[config.mk]
export PLATFORM = sky130hd
export DESIGN_NAME = tqbu_fifo
export DESIGN_NICKNAME = d
export VERILOG_FILES = /design/src/hdl/tqbu_pkg.sv /design/src/hdl/tqbu_fifo.sv
export SDC_FILE = /design/constraint.sdc
export NUM_CORES = 1
export LEC_CHECK = 0
export BUFFER_PORTS_ARGS = -buffer_cell sky130_fd_sc_hd__clkbuf_2
export CORE_MARGIN = 2
export CORE_UTILIZATION = 40
export DETAILED_ROUTE_END_ITERATION = 6
export PLACE_DENSITY = 0.64
export SYNTH_ARGS = -nofsm -noshare
export SYNTH_HDL_FRONTEND = slang
export SYNTH_SLANG_ARGS = --single-unit
[constraint.sdc]
create_clock -name clk -period 6.35 [get_ports clk]
set_clock_uncertainty 0.2 [all_clocks]
set_input_delay 0 -clock clk [delete_from_list [all_inputs] [get_ports clk]]
set_output_delay 0 -clock clk [all_outputs]
set_load 0.03 [all_outputs]
[src/hdl/tqbu_pkg.sv]
// ----------------------------------------------------------------------------
// tqbu_pkg: shared types and constants of the tile quadrant upscaler
// Field widths, configuration register indexes, the job record passed from
// the front end to the back end, and the depth saturation helper.
// ----------------------------------------------------------------------------
package tqbu_pkg;

  // Texel coordinates are 8 bits, so the store is 256 x 256 texels.
  localparam int COORD_W   = 8;
  localparam int MAX_SIDE  = 2 ** COORD_W;
  localparam int MAX_DEPTH = 15;
  localparam int DEPTH_W   = 4;
  localparam int QIDX_W    = 15;
  localparam int SIZE_W    = 9;
  localparam int CHAN_W    = 8;
  localparam int NUM_CHAN  = 4;
  localparam int TEXEL_W   = CHAN_W * NUM_CHAN;

  // Four parity banks, each holding every second row and column.
  localparam int BANK_AW   = 2 * (COORD_W - 1);

  // Weights are in units of 2^-(d+1) and reach 2^(d+1) itself.
  localparam int WT_W      = MAX_DEPTH + 2;
  localparam int PROD_W    = QIDX_W + COORD_W;
  localparam int NUM_W     = PROD_W + 3;
  localparam int HSUM_W    = CHAN_W + WT_W - 1;
  localparam int VSUM_W    = HSUM_W + WT_W - 1;

  localparam int CFG_IDX_W  = 3;
  localparam int CFG_DATA_W = QIDX_W;

  localparam logic [CFG_IDX_W-1:0] CFG_DEPTH  = 3'd0;
  localparam logic [CFG_IDX_W-1:0] CFG_QUAD_X = 3'd1;
  localparam logic [CFG_IDX_W-1:0] CFG_QUAD_Y = 3'd2;
  localparam logic [CFG_IDX_W-1:0] CFG_WIDTH  = 3'd3;
  localparam logic [CFG_IDX_W-1:0] CFG_HEIGHT = 3'd4;

  localparam logic REQ_LOAD   = 1'b0;
  localparam logic REQ_SAMPLE = 1'b1;

  typedef struct packed {
    logic [DEPTH_W-1:0] depth_levels;
    logic [QIDX_W-1:0]  quadrant_x;
    logic [QIDX_W-1:0]  quadrant_y;
    logic [SIZE_W-1:0]  tile_width;
    logic [SIZE_W-1:0]  tile_height;
  } cfg_t;

  typedef struct packed {
    logic [COORD_W-1:0] base;
    logic [WT_W-1:0]    wt;
  } axis_t;

  typedef struct packed {
    logic               is_load;
    logic               bad;
    logic [COORD_W-1:0] col;
    logic [COORD_W-1:0] row;
    logic [TEXEL_W-1:0] texel;
    logic [COORD_W-1:0] x0;
    logic [COORD_W-1:0] y0;
    logic [WT_W-1:0]    fx;
    logic [WT_W-1:0]    fy;
  } job_t;

  function automatic logic [DEPTH_W-1:0] sat_depth(input logic [DEPTH_W-1:0] d);
    return (d > DEPTH_W'(MAX_DEPTH)) ? DEPTH_W'(MAX_DEPTH) : d;
  endfunction

endpackage

[src/hdl/tqbu_fifo.sv]
// ----------------------------------------------------------------------------
// tqbu_fifo: job queue between front end and back end
// Small register queue so that either side can stall on its own.
// ----------------------------------------------------------------------------
module tqbu_fifo #(
  parameter int DEPTH = 4
) (
  input  logic           clk,
  input  logic           rst_n,
  input  logic           push,
  input  tqbu_pkg::job_t push_job,
  output logic           full,
  input  logic           pop,
  output logic           empty,
  output tqbu_pkg::job_t head
);
  import tqbu_pkg::*;

  localparam int PTR_W = (DEPTH > 1) ? $clog2(DEPTH) : 1;
  localparam int CNT_W = $clog2(DEPTH + 1);

  job_t             mem_r [DEPTH];
  logic [PTR_W-1:0] wr_ptr_r;
  logic [PTR_W-1:0] rd_ptr_r;
  logic [CNT_W-1:0] count_r;
  logic [CNT_W-1:0] count_nxt;

  function automatic logic [PTR_W-1:0] bump(input logic [PTR_W-1:0] p);
    return (p == PTR_W'(DEPTH - 1)) ? '0 : p + PTR_W'(1);
  endfunction

  assign full  = (count_r == CNT_W'(DEPTH));
  assign empty = (count_r == '0);
  assign head  = mem_r[rd_ptr_r];

  always_comb begin
    count_nxt = count_r;
    if (push && !pop) begin
      count_nxt = count_r + CNT_W'(1);
    end else if (pop && !push) begin
      count_nxt = count_r - CNT_W'(1);
    end
  end

  always_ff @(posedge clk) begin
    if (!rst_n) begin
      wr_ptr_r <= '0;
      rd_ptr_r <= '0;
      count_r  <= '0;
    end else begin
      count_r <= count_nxt;
      if (push) begin
        wr_ptr_r <= bump(wr_ptr_r);
      end
      if (pop) begin
        rd_ptr_r <= bump(rd_ptr_r);
      end
    end
  end

  always_ff @(posedge clk) begin
    if (push) begin
      mem_r[wr_ptr_r] <= push_job;
    end
  end

  a_no_overflow: assert property (@(posedge clk) disable iff (!rst_n)
    push |-> !full)
    else $error("job queue written while full");

  a_no_underflow: assert property (@(posedge clk) disable iff (!rst_n)
    pop |-> !empty)
    else $error("job queue read while empty");

  a_count_tracks: assert property (@(posedge clk) disable iff (!rst_n)
    (push && !pop) |=> (count_r == $past(count_r) + CNT_W'(1)))
    else $error("job queue count lost a write");

endmodule

==> impl_metrics.ini, run 1 <==
[run_status]
status = completed

[worst_setup_path]
crit_fanout = 61
required_ns = 6.15
setup.worst_path.start_class = flop
arrival_ns = 2.90
critPathSlowestCell = buf_4
crit_path_cell_trace = buf_4 -> mux4_2 -> clkbuf_2
worstSetupPathType = flop to primary output
endpoint_kind = primary output
worst-r2r-setup-slack_ns = 3.65
critPathMaxStageDelay_ns = 0.86

[die]
rows = 70
io_pins = 206
die_area_um2 = 39000
die-height_um = 198
initial_core_util_pct = 40.7
core-area_um2 = 36800
die-width_um = 198

[timing]
max_freq_ghz = 0.322
finalCritPeriodShare_pct = 48.9
post-route-min-period_ns = 3.10
setup_viol = 0
hold_slack_ns = 0.00993
relSlewSlack_pct = 35.0
rsz0062_at_grt = no
tightest_slew_ns = 0.974
slew_violations = 0
hold_viol = 0
finalSetupTns_ns = 0

[route]
drc = 0
num_vias = 7331
antenna_left = 0
drt-initial-drc-count = 325
finalWirelength_um = 29600
wl_per_cell_um = 20.0
vias_per_cell = 4.94
drtPass1Iterations = 4

[worst_hold_path]
hold_path.class = input port to flop

[global_route]
grt_start_max_net_pins = 62
globalRouteMet3Util_pct = 4.54
grt_pass1_wl_um = 45500
grt.met1_usage_pct = 20.2
grt_pass1_vias = 7928
gr-usage-met2_pct = 25.3
grt-busiest-layer = met2
grt_usage_pct = 15.6
grt_overflow = 0
antenna_found_initial = 3

[synth]
synth_seq_cells = 409
ys.warnings.count = 0
synthCells = 566
seq_area_frac_synth_pct = 81.3
synth_area_um2 = 15000
syn_avg_cell_area_um2 = 26.5
syn_nets = 677
yosysUniqueCellTypes = 22

[cells_and_area]
fin_nets = 1092
drive_gt1_share_pct = 37.0
fin_area_um2 = 19500
fillers = 2890
area_delta_synth_final_pct = 30.3
final_core_util_pct = 53.1

[cts]
clock_latency_ns = 0.56
cts_setup_buffers = 0
cts_tree = built
htreeDepth = 2
cts_root_buf = clkbuf_16
cts_inserted_buffers = 43
clock-sinks = 409
clockBufferDepth = 3
clk_pin_slew_ns = 0.06
cts_resized = 0

[pwr]
leakagePower_nw = 6.72
powerDensity_nw_per_um2 = 318
ir_drop_mv = 0.266

[placed_design]
dp_hpwl_um = 15800
port_buffers = 205
globalplace.congestion = 0.673
placed_cell_area_um2 = 16400

[run]
maxCapViolations = 0
## what timing repair did
action	CTS	global route
hold buffers	180	0
setup endpoints to repair	0	0
hold endpoints to repair	409	0
## layout make-up
class,count,area (um2),area share (%)
Antenna cell,1,2.50,0.0128
Multi-Input combinational cell,131,2520,12.9
Clock inverter,22,198,1.01
Inverter,4,15.0,0.0769
Timing Repair Buffer,392,2880,14.7
Sequential cell,409,12200,62.5
Tap cell,468,586,3.00
Clock buffer,57,1130,5.78
## cells by family after synthesis
kind of cell	Yosys count	share of synthesized area, %
flops	409	81.3
buf+inv	26	1.87
xor+xnor	2	0.117
compound gates	3	0.134
fa+ha+maj	7	0.634
simple gates	15	0.601
mux	104	15.3
## final timing paths
path                                endpoint        start  cells after the start
worst min register to register    count_r[2]   count_r[2]                      2
worst min-delay path             mem_r[3][3]  push_job[3]                      2
worst max register to register  mem_r[2][99]  wr_ptr_r[0]                      4
worst max-delay path                head[91]         flop                      3
## layout by cell type (no fill, tap or decap), drive strengths merged
| cell type | instances |
|---|---|
| a21boi | 1 |
| and2 | 5 |
| buf | 7 |
| bufinv | 3 |
| clkbuf | 262 |
| clkinv | 14 |
| clkinvlp | 1 |
| dfxtp | 9 |
| diode | 1 |
| dlygate4sd3 | 180 |
| edfxtp | 400 |
| fa | 1 |
| ha | 6 |
| inv | 8 |
| mux2i | 4 |
| mux4 | 100 |
| nor2 | 1 |
| nor2b | 5 |
| nor3 | 2 |
| nor3b | 1 |
| o21a | 1 |
| o21ai | 1 |
| or3 | 1 |
| xnor2 | 1 |
| xor2 | 1 |
## sequential cells by signal, summed over array words and instances, names as in the netlist, named ones only
signal    count
rd_ptr_r      2
count_r       3
wr_ptr_r      2
mem_r       400
## power breakdown
part           internal (mW)  switching [mW]  leakage (nW)
combinational          0.288           0.416          2.33
sequential              3.09          0.0415          3.75
clock                   1.38           0.987         0.646
total                   4.76            1.44          6.72
## worst max-delay path, delay by kind of cell, from the launching register on
family                 cells  cell delay (ns)
DFF                        1             0.78
buffers and inverters      2             1.07
muxes                      1             0.45
## layer usage
layer	vias to the layer above	wire (um)
li1	3277	-
met1	3806	12800
met2	186	14300
met3	58	1840
met4	4	700
met5	-	29
## Yosys cell counts (all sizes together)
library cell / count / area [um2]
nor2b: 5 / 31.3
xor2: 1 / 8.76
fa: 1 / 20.0
mux4: 100 / 2250
o21a: 1 / 7.51
and2: 5 / 31.3
nor2: 1 / 3.75
o21ai: 1 / 5.00
or3: 1 / 6.26
dfxtp: 9 / 180
mux2i: 4 / 40.0
inv: 4 / 15.0
nor3b: 1 / 7.51
ha: 6 / 75.1
xnor2: 1 / 8.76
a21boi: 1 / 7.51
buf: 22 / 265
nor3: 2 / 10.0
edfxtp: 400 / 12000
## per-stage QoR
| stage | setup slack, ns | cells | total power [mW] |
|---|---|---|---|
| 2_1_floorplan | 2.82 | 566 | 3.62 |
| 3_5_place_dp | 3.59 | 1224 | 3.82 |
| 5_1_grt | 2.96 | 1484 | 6.44 |
| 3_3_place_gp | 3.65 | 1224 | 3.81 |
| 6_report | 3.25 | 1484 | 6.21 |
| 4_1_cts | 3.08 | 1483 | 6.29 |
Note: power is estimated with default switching activity, not from simulation.
==> run 2: changes to the inputs <==
--- a/config.mk
+++ b/config.mk
@@ -9,7 +9,7 @@
 export CORE_MARGIN = 2
 export CORE_UTILIZATION = 40
 export DETAILED_ROUTE_END_ITERATION = 6
-export PLACE_DENSITY = 0.64
+export PLACE_DENSITY = 0.66
 export SYNTH_ARGS = -nofsm -noshare
 export SYNTH_HDL_FRONTEND = slang
 export SYNTH_SLANG_ARGS = --single-unit
==> constraint.sdc (replaced) <==
create_clock -name clk -period 2.8 [get_ports clk]
set_clock_uncertainty 0.2 [all_clocks]
set_input_delay 0 -clock clk [delete_from_list [all_inputs] [get_ports clk]]
set_output_delay 0 -clock clk [all_outputs]
set_load 0.03 [all_outputs]
==> run 2 against run 1 <==
Compared with the run above:
- hold slack better by 0.014 ns
- setup slack worse by 3.0 ns
- sequential share of layout area is 0.74 points higher
- clock power is 120% higher
- die area stayed put
- power is 120% higher
- register-to-register slack worse by 2.7 ns
- non-clock buffer count is 29 lower
- final area is 1.2% lower
- critical path depth stayed put
- final cell count is 2.3% lower
- via count is 1.5% lower
==> impl_metrics.ini, run 2 (synthesis results as in run 1) <==
[run_status]
status = completed

[timing]
finalSetupTns_ns = 0
max_freq_ghz = 0.390
slew_violations = 0
setup_ws_ns = 0.237
hold_slack_ns = 0.0235
setup_viol = 0
finalCritPeriodShare_pct = 91.5
relSlewSlack_pct = 56.2
hold_viol = 0
rsz0062_at_grt = no
tightest_slew_ns = 0.657
post-route-min-period_ns = 2.56

[cts]
clockBufferDepth = 3
cts_root_buf = clkbuf_16
cts_resized = 0
cts_tree = built
clock-sinks = 409
htreeDepth = 2
cts_inserted_buffers = 42
clock_latency_ns = 0.54
clk_pin_slew_ns = 0.06

[pwr]
leakagePower_nw = 6.62
powerDensity_nw_per_um2 = 719
p_total_mw = 13.9
ir_drop_mv = 0.630

[placed_design]
port_buffers = 205
globalplace.congestion = 0.696
dp_hpwl_um = 15700
pre_cts_ws_ns = 0.748

[route]
finalWirelength_um = 28500
drt-initial-drc-count = 322
wl_per_cell_um = 19.6
drc = 0
vias_per_cell = 4.98
antenna_left = 0
num_vias = 7221
drtPass1Iterations = 4

[die]
die-width_um = 198
core-area_um2 = 36800
initial_core_util_pct = 40.7
die-height_um = 198
io_pins = 206
rows = 70
die_area_um2 = 39000

[global_route]
grt_usage_pct = 14.9
grt_overflow = 0
grt_pass1_vias = 7807
grt_start_max_net_pins = 101
antenna_found_initial = 2
grt_pass1_wl_um = 43900

[cells_and_area]
drive_gt1_share_pct = 38.7
fin_nets = 1062
largest_register_ff_count = 400
regMostFlops = mem_r
final_common_cell = edfxtp_1
final_core_util_pct = 52.5
area_delta_synth_final_pct = 28.8
top_regs = mem_r: 400 flops, count_r: 3 flops
final_cell_mix = edfxtp_1, clkbuf_2, dlygate4sd3_1

[worst_hold_path]
hold_path.class = input port to flop

[worst_setup_path]
worstSetupPathType = flop to primary output
reg2reg_depth = 4
endpoint_kind = primary output
required_ns = 2.60
cp-endpoint = head[81]
setup.worst_path.start_class = flop
worst-r2r-setup-slack_ns = 0.92
r2r_end = mem_r[0][83]
crit_fanout = 23
reg2reg_from = wr_ptr_r[0]
arrival_ns = 2.36

[run]
maxCapViolations = 0
run 2: stage by stage:
| step | cell area, um2 | std cells |
|---|---|---|
| 6_report | 19300 | 1450 |
| 3_3_place_gp | 16600 | 1230 |
| 3_5_place_dp | 16600 | 1230 |
| 4_1_cts | 19300 | 1448 |
| 2_1_floorplan | 15000 | 566 |
| 5_1_grt | 19300 | 1449 |
run 2: report_power, final:
group          internal, mW  leakage, nW  total [mW]  switching, mW
combinational         0.651         2.24        1.60          0.951
sequential             7.02         3.75        7.10         0.0795
clock                  3.01        0.624        5.18           2.17
run 2: worst min path at each step:
stage | depth (start not counted) | slack [ns] | start | end
4_1_cts | 2 | 0.00001 | push_job[90] | mem_r[2][90]
2_1_floorplan | 0 | -0.10 | push_job[0] | mem_r[0][0]
3_5_place_dp | 1 | 0.02 | push_job[97] | mem_r[0][97]
3_3_place_gp | 1 | 0.01 | push_job[45] | mem_r[1][45]
6_report | 2 | 0.02 | push_job[52] | mem_r[1][52]
5_1_grt | 2 | 0.02 | push_job[36] | mem_r[2][36]
run 2: cell type report:
| type | count | area, um2 |
|---|---|---|
| clock buffer | 57 | 1170 |
| antenna | 2 | 5.00 |
| tap | 468 | 586 |
| inverter | 4 | 15.0 |
| multi-input combinational | 131 | 2520 |
| fill | 2883 | 17500 |
| timing repair buffer | 363 | 2700 |
| clock inverter | 16 | 104 |
| sequential | 409 | 12200 |
run 2: repair_timing:
action | in CTS | in global routing
hold endpoints to repair | 409 | 0
setup buffers | 0 | 0
endpoints found under the setup margin | 0 | 0
hold buffers | 145 | 0
run 2: layer usage:
metal  up-vias  part of all wire (%)  track usage [%]
li1       3217                     -                -
met1      3770                    43             19.2
met2       174                    49             24.7
met3        58                   5.1             3.67
met4         2                   2.4             5.46
met5         -                 0.046                0
run 2: worst max-delay path: stages (launching register included):
cell and delay [ns]:
dfxtp_4 0.71, buf_4 0.34, mux4_2 0.55, clkbuf_2 0.21
