File: src/hdl/tqbu_pkg.sv
// ----------------------------------------------------------------------------
// tqbu_pkg: shared types and constants of the tile quadrant upscaler
// Field widths, configuration register indexes, the job record passed from
// the front end to the back end, and the depth saturation helper.
// ----------------------------------------------------------------------------
package tqbu_pkg;

  // Texel coordinates are 8 bits, so the store is 256 x 256 texels.
  localparam int COORD_W   = 8;
  localparam int MAX_SIDE  = 2 ** COORD_W;
  localparam int MAX_DEPTH = 15;
  localparam int DEPTH_W   = 4;
  localparam int QIDX_W    = 15;
  localparam int SIZE_W    = 9;
  localparam int CHAN_W    = 8;
  localparam int NUM_CHAN  = 4;
  localparam int TEXEL_W   = CHAN_W * NUM_CHAN;

  // Four parity banks, each holding every second row and column.
  localparam int BANK_AW   = 2 * (COORD_W - 1);

  // Weights are in units of 2^-(d+1) and reach 2^(d+1) itself.
  localparam int WT_W      = MAX_DEPTH + 2;
  localparam int PROD_W    = QIDX_W + COORD_W;
  localparam int NUM_W     = PROD_W + 3;
  localparam int HSUM_W    = CHAN_W + WT_W - 1;
  localparam int VSUM_W    = HSUM_W + WT_W - 1;

  localparam int CFG_IDX_W  = 3;
  localparam int CFG_DATA_W = QIDX_W;

  localparam logic [CFG_IDX_W-1:0] CFG_DEPTH  = 3'd0;
  localparam logic [CFG_IDX_W-1:0] CFG_QUAD_X = 3'd1;
  localparam logic [CFG_IDX_W-1:0] CFG_QUAD_Y = 3'd2;
  localparam logic [CFG_IDX_W-1:0] CFG_WIDTH  = 3'd3;
  localparam logic [CFG_IDX_W-1:0] CFG_HEIGHT = 3'd4;

  localparam logic REQ_LOAD   = 1'b0;
  localparam logic REQ_SAMPLE = 1'b1;

  typedef struct packed {
    logic [DEPTH_W-1:0] depth_levels;
    logic [QIDX_W-1:0]  quadrant_x;
    logic [QIDX_W-1:0]  quadrant_y;
    logic [SIZE_W-1:0]  tile_width;
    logic [SIZE_W-1:0]  tile_height;
  } cfg_t;

  typedef struct packed {
    logic [COORD_W-1:0] base;
    logic [WT_W-1:0]    wt;
  } axis_t;

  typedef struct packed {
    logic               is_load;
    logic               bad;
    logic [COORD_W-1:0] col;
    logic [COORD_W-1:0] row;
    logic [TEXEL_W-1:0] texel;
    logic [COORD_W-1:0] x0;
    logic [COORD_W-1:0] y0;
    logic [WT_W-1:0]    fx;
    logic [WT_W-1:0]    fy;
  } job_t;

  function automatic logic [DEPTH_W-1:0] sat_depth(input logic [DEPTH_W-1:0] d);
    return (d > DEPTH_W'(MAX_DEPTH)) ? DEPTH_W'(MAX_DEPTH) : d;
  endfunction

endpackage

File: src/hdl/tqbu_in_if.sv
// ----------------------------------------------------------------------------
// tqbu_in_if: request channel of the tile quadrant upscaler
// Valid/ready channel carrying load and sample requests.
// ----------------------------------------------------------------------------
interface tqbu_in_if;
  logic       valid;
  logic       ready;
  logic       req_type;
  logic [7:0] col;
  logic [7:0] row;
  logic [7:0] in_red;
  logic [7:0] in_green;
  logic [7:0] in_blue;
  logic [7:0] in_alpha;

  modport source (
    output valid, req_type, col, row, in_red, in_green, in_blue, in_alpha,
    input  ready
  );
  modport sink (
    input  valid, req_type, col, row, in_red, in_green, in_blue, in_alpha,
    output ready
  );
endinterface

File: src/hdl/tqbu_front.sv
// ----------------------------------------------------------------------------
// tqbu_front: request front end
// Accepts requests, flags out-of-range samples, forms the quadrant offsets
// in one registered multiply and then works out base texel and weight per
// axis before handing the job to the queue.
// ----------------------------------------------------------------------------
module tqbu_front (
  input  logic            clk,
  input  logic            rst_n,
  input  tqbu_pkg::cfg_t  cfg,
  tqbu_in_if.sink         in_ch,
  input  logic            fifo_full,
  output logic            push,
  output tqbu_pkg::job_t  push_job
);
  import tqbu_pkg::*;

  logic               f1_valid_r;
  logic               f1_load_r;
  logic               f1_bad_r;
  logic [COORD_W-1:0] f1_col_r;
  logic [COORD_W-1:0] f1_row_r;
  logic [TEXEL_W-1:0] f1_texel_r;
  logic [PROD_W-1:0]  f1_px_r;
  logic [PROD_W-1:0]  f1_py_r;

  logic [SIZE_W-1:0]  w_sat;
  logic [SIZE_W-1:0]  h_sat;
  logic [DEPTH_W-1:0] d_sat;
  logic               advance;
  logic               bad_nxt;
  axis_t              ax_x;
  axis_t              ax_y;

  // Base texel and weight along one axis for sample position
  // (p + i + 0.5) / 2^d - 0.5, all held in units of 2^-(d+1).
  function automatic axis_t axis_pos(input logic [PROD_W-1:0]  p,
                                     input logic [COORD_W-1:0] i,
                                     input logic [SIZE_W-1:0]  n,
                                     input logic [DEPTH_W-1:0] d);
    logic [PROD_W:0]          pi;
    logic [DEPTH_W:0]         shamt;
    logic [WT_W-1:0]          den;
    logic signed [NUM_W-1:0]  num;
    logic signed [NUM_W-1:0]  hi;
    logic signed [NUM_W-1:0]  c;
    logic signed [NUM_W-1:0]  t;
    logic [NUM_W-1:0]         cq;
    logic [SIZE_W-1:0]        b;
    axis_t                    res;
    pi    = (PROD_W + 1)'(p) + (PROD_W + 1)'(i);
    shamt = {1'b0, d} + (DEPTH_W + 1)'(1);
    den   = WT_W'(1) << shamt;
    num   = $signed({1'b0, pi, 1'b1}) - $signed(NUM_W'(1) << d);
    hi    = $signed(NUM_W'(n - SIZE_W'(1)) << shamt);
    if (num < 0) begin
      c = '0;
    end else if (num > hi) begin
      c = hi;
    end else begin
      c = num;
    end
    cq = NUM_W'(c) >> shamt;
    b  = cq[SIZE_W-1:0];
    if (b > n - SIZE_W'(2)) begin
      b = n - SIZE_W'(2);
    end
    t = num - $signed(NUM_W'(b) << shamt);
    res.base = b[COORD_W-1:0];
    if (t < 0) begin
      res.wt = '0;
    end else if (t > $signed(NUM_W'(den))) begin
      res.wt = den;
    end else begin
      res.wt = t[WT_W-1:0];
    end
    return res;
  endfunction

  assign w_sat = (cfg.tile_width > SIZE_W'(MAX_SIDE)) ? SIZE_W'(MAX_SIDE) : cfg.tile_width;
  assign h_sat = (cfg.tile_height > SIZE_W'(MAX_SIDE)) ? SIZE_W'(MAX_SIDE) : cfg.tile_height;
  assign d_sat = sat_depth(cfg.depth_levels);

  assign advance     = !(f1_valid_r && fifo_full);
  assign in_ch.ready = advance;

  assign bad_nxt = (w_sat < SIZE_W'(2)) || (h_sat < SIZE_W'(2)) ||
                   (SIZE_W'(in_ch.col) >= w_sat) || (SIZE_W'(in_ch.row) >= h_sat);

  always_ff @(posedge clk) begin
    if (!rst_n) begin
      f1_valid_r <= 1'b0;
    end else if (advance) begin
      f1_valid_r <= in_ch.valid;
    end
  end

  always_ff @(posedge clk) begin
    if (advance && in_ch.valid) begin
      f1_load_r  <= (in_ch.req_type == REQ_LOAD);
      f1_bad_r   <= (in_ch.req_type == REQ_SAMPLE) && bad_nxt;
      f1_col_r   <= in_ch.col;
      f1_row_r   <= in_ch.row;
      f1_texel_r <= {in_ch.in_alpha, in_ch.in_blue, in_ch.in_green, in_ch.in_red};
      f1_px_r    <= PROD_W'(PROD_W'(cfg.quadrant_x) * PROD_W'(w_sat));
      f1_py_r    <= PROD_W'(PROD_W'(cfg.quadrant_y) * PROD_W'(h_sat));
    end
  end

  assign ax_x = axis_pos(f1_px_r, f1_col_r, w_sat, d_sat);
  assign ax_y = axis_pos(f1_py_r, f1_row_r, h_sat, d_sat);

  assign push = f1_valid_r && !fifo_full;

  always_comb begin
    push_job.is_load = f1_load_r;
    push_job.bad     = f1_bad_r;
    push_job.col     = f1_col_r;
    push_job.row     = f1_row_r;
    push_job.texel   = f1_texel_r;
    push_job.x0      = ax_x.base;
    push_job.y0      = ax_y.base;
    push_job.fx      = ax_x.wt;
    push_job.fy      = ax_y.wt;
  end

endmodule

File: src/flat_wrapper.sv
// flat-port wrapper written by rule: the top's interface ports become plain ports
module tqbu_front_flat import tqbu_pkg::*;
  (clk, rst_n, cfg, fifo_full, push, push_job, in_ch_valid, in_ch_req_type, in_ch_col, in_ch_row, in_ch_in_red, in_ch_in_green, in_ch_in_blue, in_ch_in_alpha, in_ch_ready);
  tqbu_in_if in_ch_i ();
  input  logic clk;
  input  logic rst_n;
  input  tqbu_pkg::cfg_t cfg;
  input  logic fifo_full;
  output logic push;
  output tqbu_pkg::job_t push_job;
  input wire logic [$bits(in_ch_i.valid)-1:0] in_ch_valid;
  input wire logic [$bits(in_ch_i.req_type)-1:0] in_ch_req_type;
  input wire logic [$bits(in_ch_i.col)-1:0] in_ch_col;
  input wire logic [$bits(in_ch_i.row)-1:0] in_ch_row;
  input wire logic [$bits(in_ch_i.in_red)-1:0] in_ch_in_red;
  input wire logic [$bits(in_ch_i.in_green)-1:0] in_ch_in_green;
  input wire logic [$bits(in_ch_i.in_blue)-1:0] in_ch_in_blue;
  input wire logic [$bits(in_ch_i.in_alpha)-1:0] in_ch_in_alpha;
  output wire logic [$bits(in_ch_i.ready)-1:0] in_ch_ready;
  assign in_ch_i.valid = in_ch_valid;
  assign in_ch_i.req_type = in_ch_req_type;
  assign in_ch_i.col = in_ch_col;
  assign in_ch_i.row = in_ch_row;
  assign in_ch_i.in_red = in_ch_in_red;
  assign in_ch_i.in_green = in_ch_in_green;
  assign in_ch_i.in_blue = in_ch_in_blue;
  assign in_ch_i.in_alpha = in_ch_in_alpha;
  assign in_ch_ready = in_ch_i.ready;
  tqbu_front u_core (.clk(clk), .rst_n(rst_n), .cfg(cfg), .in_ch(in_ch_i), .fifo_full(fifo_full), .push(push), .push_job(push_job));
endmodule
File: config.mk
export PLATFORM = sky130hd
export DESIGN_NAME = tqbu_front_flat
export DESIGN_NICKNAME = d
export VERILOG_FILES = /design/src/hdl/tqbu_pkg.sv /design/src/hdl/tqbu_in_if.sv /design/src/hdl/tqbu_front.sv /design/src/flat_wrapper.sv
export SDC_FILE = /design/constraint.sdc
export NUM_CORES = 1
export LEC_CHECK = 0
export BUFFER_PORTS_ARGS = -buffer_cell sky130_fd_sc_hd__buf_2
export CORE_MARGIN = 4
export CORE_UTILIZATION = 60
export CTS_CLUSTER_DIAMETER = 200
export DETAILED_ROUTE_END_ITERATION = 16
export GPL_TIMING_DRIVEN = 0
export HOLD_SLACK_MARGIN = 0.08
export PLACE_DENSITY = 0.87
export REMOVE_ABC_BUFFERS = 1
export SLEW_MARGIN = 20
export SYNTH_ARGS = -nofsm -noshare
export SYNTH_HDL_FRONTEND = slang
export SYNTH_SLANG_ARGS = --single-unit
File: constraint.sdc
create_clock -name clk -period 58 [get_ports clk]
set_clock_uncertainty 0.15 [all_clocks]
set_input_delay 8.7 -clock clk [delete_from_list [all_inputs] [get_ports clk]]
set_output_delay 8.7 -clock clk [all_outputs]
set_load 0.1 [all_outputs]
==> flow_summary.json <==
{
  "status": "finished clean",
  "max_stage_delay_ns": 0.83,
  "synth_area_leaders": "ha_1 14%, fa_1 13%, edfxtp_1 10%",
  "synth_edf_count": 96,
  "synth_cells": 3645,
  "leakage_nw": 13.39,
  "yosys.area.top_type": "ha_1",
  "cap_violations": 0,
  "critPathMaxFanout": 46,
  "area_growth_pct": 6.241,
  "slowest_stage": "buf_2",
  "io_pins": 207,
  "antenna_found_initial": 3,
  "numClockSinks": 97,
  "ys_seq_area_share_pct": 10.24,
  "worst_slew_pin_slew_ns": 1.183,
  "vdd_drop_max_uv": 38.03,
  "grt-busiest-layer": "met2",
  "die_h_um": 225.4,
  "fmax_ghz": 0.02797,
  "clk_pin_slew_ns": 0.07,
  "antenna_left": 0,
  "avgViaCountPerCell": 6.838,
  "cpMostUsedCell": "o21a_1",
  "drt_iter0_markers": 3589,
  "drt-total-wl_um": 101600,
  "fp.coreArea_um2": 46650,
  "end_kind": "output port",
  "async_flop_share_pct": 0,
  "slew_headroom_pct": 21.12,
  "post-route-util_pct": 64.55,
  "fin_setup_tns_ns": 0,
  "grtUsageMet1_pct": 50.33,
  "p_per_area_nw_per_um2": 54.73,
  "hold_violations": 0,
  "vias": 29410,
  "io_buffers": 206,
  "postCtsHoldBufs": 0,
  "yosysUniqueCellTypes": 121,
  "arrival_ns": 26.91,
  "avgRoutedWirePerCell_um": 23.63,
  "synth_ff_type": "edfxtp_1",
  "fin_nets": 4293,
  "track_usage_pct": 38.88,
  "synth_top_area_share_pct": 13.82,
  "clk_path_buf_depth": 2,
  "use_met3_pct": 8.115,
  "hold_path_class": "flip-flop to flip-flop",
  "initial_core_util_pct": 60.76,
  "grtUsageMet2_pct": 60.04,
  "drc": 0,
  "drive_gt1_share_pct": 10.92,
  "grt_max_degree": 69,
  "cts_tree": "built",
  "hpwl_um": 81760,
  "drt-pass1-iter-count": 9,
  "setup_viol": 0,
  "layout_common_cells": "428 x nand2_1, 347 x inv_1, 311 x ha_1, 293 x nor2_1, 205 x buf_2",
  "stdcell_count": 4301,
  "ctsResizeCount": 0,
  "finalCritPeriodShare_pct": 61.65,
  "clkLatencyLatePin_ns": 0.35,
  "post-place-cells": 4283,
  "rsz0062_at_grt": "no",
  "postSynthAreaPerCell_um2": 7.777,
  "grt_first_pass_wirelength_um": 156500,
  "syn_area_um2": 28350,
  "dieArea_um2": 50780,
  "grt-ovfl-total": 0,
  "first_global_vias": 27730,
  "die_w_um": 225.4,
  "htree_levels": 3,
  "period_needed_ns": 35.76,
  "worst-setup-path-type": "input pin to output port",
  "required_ns": 49.15,
  "yosysWarnings": 0,
  "drv_slew": 0,
  "synth-seq-cells": 97,
  "startpoint_type": "input pin",
  "cts_buffers": 9,
  "rows": 79,
  "cts_root_buf": "clkbuf_16",
  "place_congestion": 1.065,
  "layout_commonest_cell": "nand2_1",
  "cts_setup_buffers": 0
}
-- registers in the layout, indices dropped and copies added (netlist names) --
register	flops
u_core.f1_texel_r	32
u_core.f1_px_r	23
u_core.f1_py_r	23
u_core.f1_col_r	8
u_core.f1_row_r	8
u_core.f1_bad_r	1
u_core.f1_load_r	1
u_core.f1_valid_r	1
-- logic make-up after synthesis --
family	after synthesis	synth area share [%]
buf+inv	552	7.557
compound gates	909	22.56
mux	138	5.796
xor+xnor	140	4.432
simple gates	1308	22.32
flops	97	10.24
fa+ha+maj	501	27.09
-- cell usage after synthesis (all sizes together), types with 28 or more instances --
library cell / count
nor2b: 49
edfxtp: 96
nand2b: 39
o21ai: 157
or4: 28
nor3: 83
inv: 352
nand3: 112
a21oi: 202
xnor2: 99
clkbuf: 114
and2: 99
o21a: 66
o211ai: 34
nor2: 295
a31oi: 33
nand2: 430
and3: 38
xor2: 40
a22oi: 30
fa: 188
ha: 313
buf: 85
mux2i: 94
nand4: 43
a21o: 42
-- critical path: cells and delay by family --
kind                     cells  cell delay, ns
AO/OA/AOI/OAI               34            9.68
adder cells (fa/ha/maj)      5            1.76
buffers and inverters        6            2.96
multiplexers                 5            2.08
AND/OR/NAND/NOR              8            1.57
-- power breakdown --
part	internal, mW	switching, mW
sequential	0.0999	0.0172
combinational	0.536	0.939
clock	0.0296	0.0267
-- routing by layer --
| metal | vias to the layer above | share of wire, % |
|---|---|---|
| li1 | 13180 | - |
| met2 | 2046 | 43 |
| met5 | - | 0.013 |
| met1 | 13700 | 38 |
| met4 | 2 | 7.6 |
| met3 | 484 | 12 |
-- worst paths after layout --
kind                                                      from                              to  slack [ns]  cells after the start
worst min register to register  u_core.f1_valid_r$_SDFFE_PN0N_  u_core.f1_valid_r$_SDFFE_PN0N_        0.44                      2
worst min-delay path            u_core.f1_valid_r$_SDFFE_PN0N_  u_core.f1_valid_r$_SDFFE_PN0N_        0.44                      2
worst max register to register  u_core.f1_valid_r$_SDFFE_PN0N_    u_core.f1_py_r[19]$_DFFE_PP_       56.27                      3
worst max-delay path                                   cfg[49]                     push_job[0]       22.24                     58
-- area by class of cell --
cell class	count	area, um2
sequential	97	2903
antenna	2	5.005
clock buffer	10	229.0
tap	607	759.5
inverter	353	1329
timing repair buffer	230	1394
clock inverter	6	50.05
multi-input combinational	2996	23450
fill	3956	16540
-- through the flow --
stage | instance area, um2 | power [mW] | setup slack, ns | hold slack [ns]
global route | 30110 | 1.787 | 21.60 | 0.4410
finish | 30120 | 1.648 | 22.24 | 0.4386
global placement | 29320 | 1.508 | 17.21 | 0.3589
floorplan | 27530 | 1.190 | 23.26 | 0.3365
detailed placement | 29830 | 1.540 | 22.75 | 0.4320
CTS | 30110 | 1.604 | 22.70 | 0.4390
(Power assumes the default switching activity.)
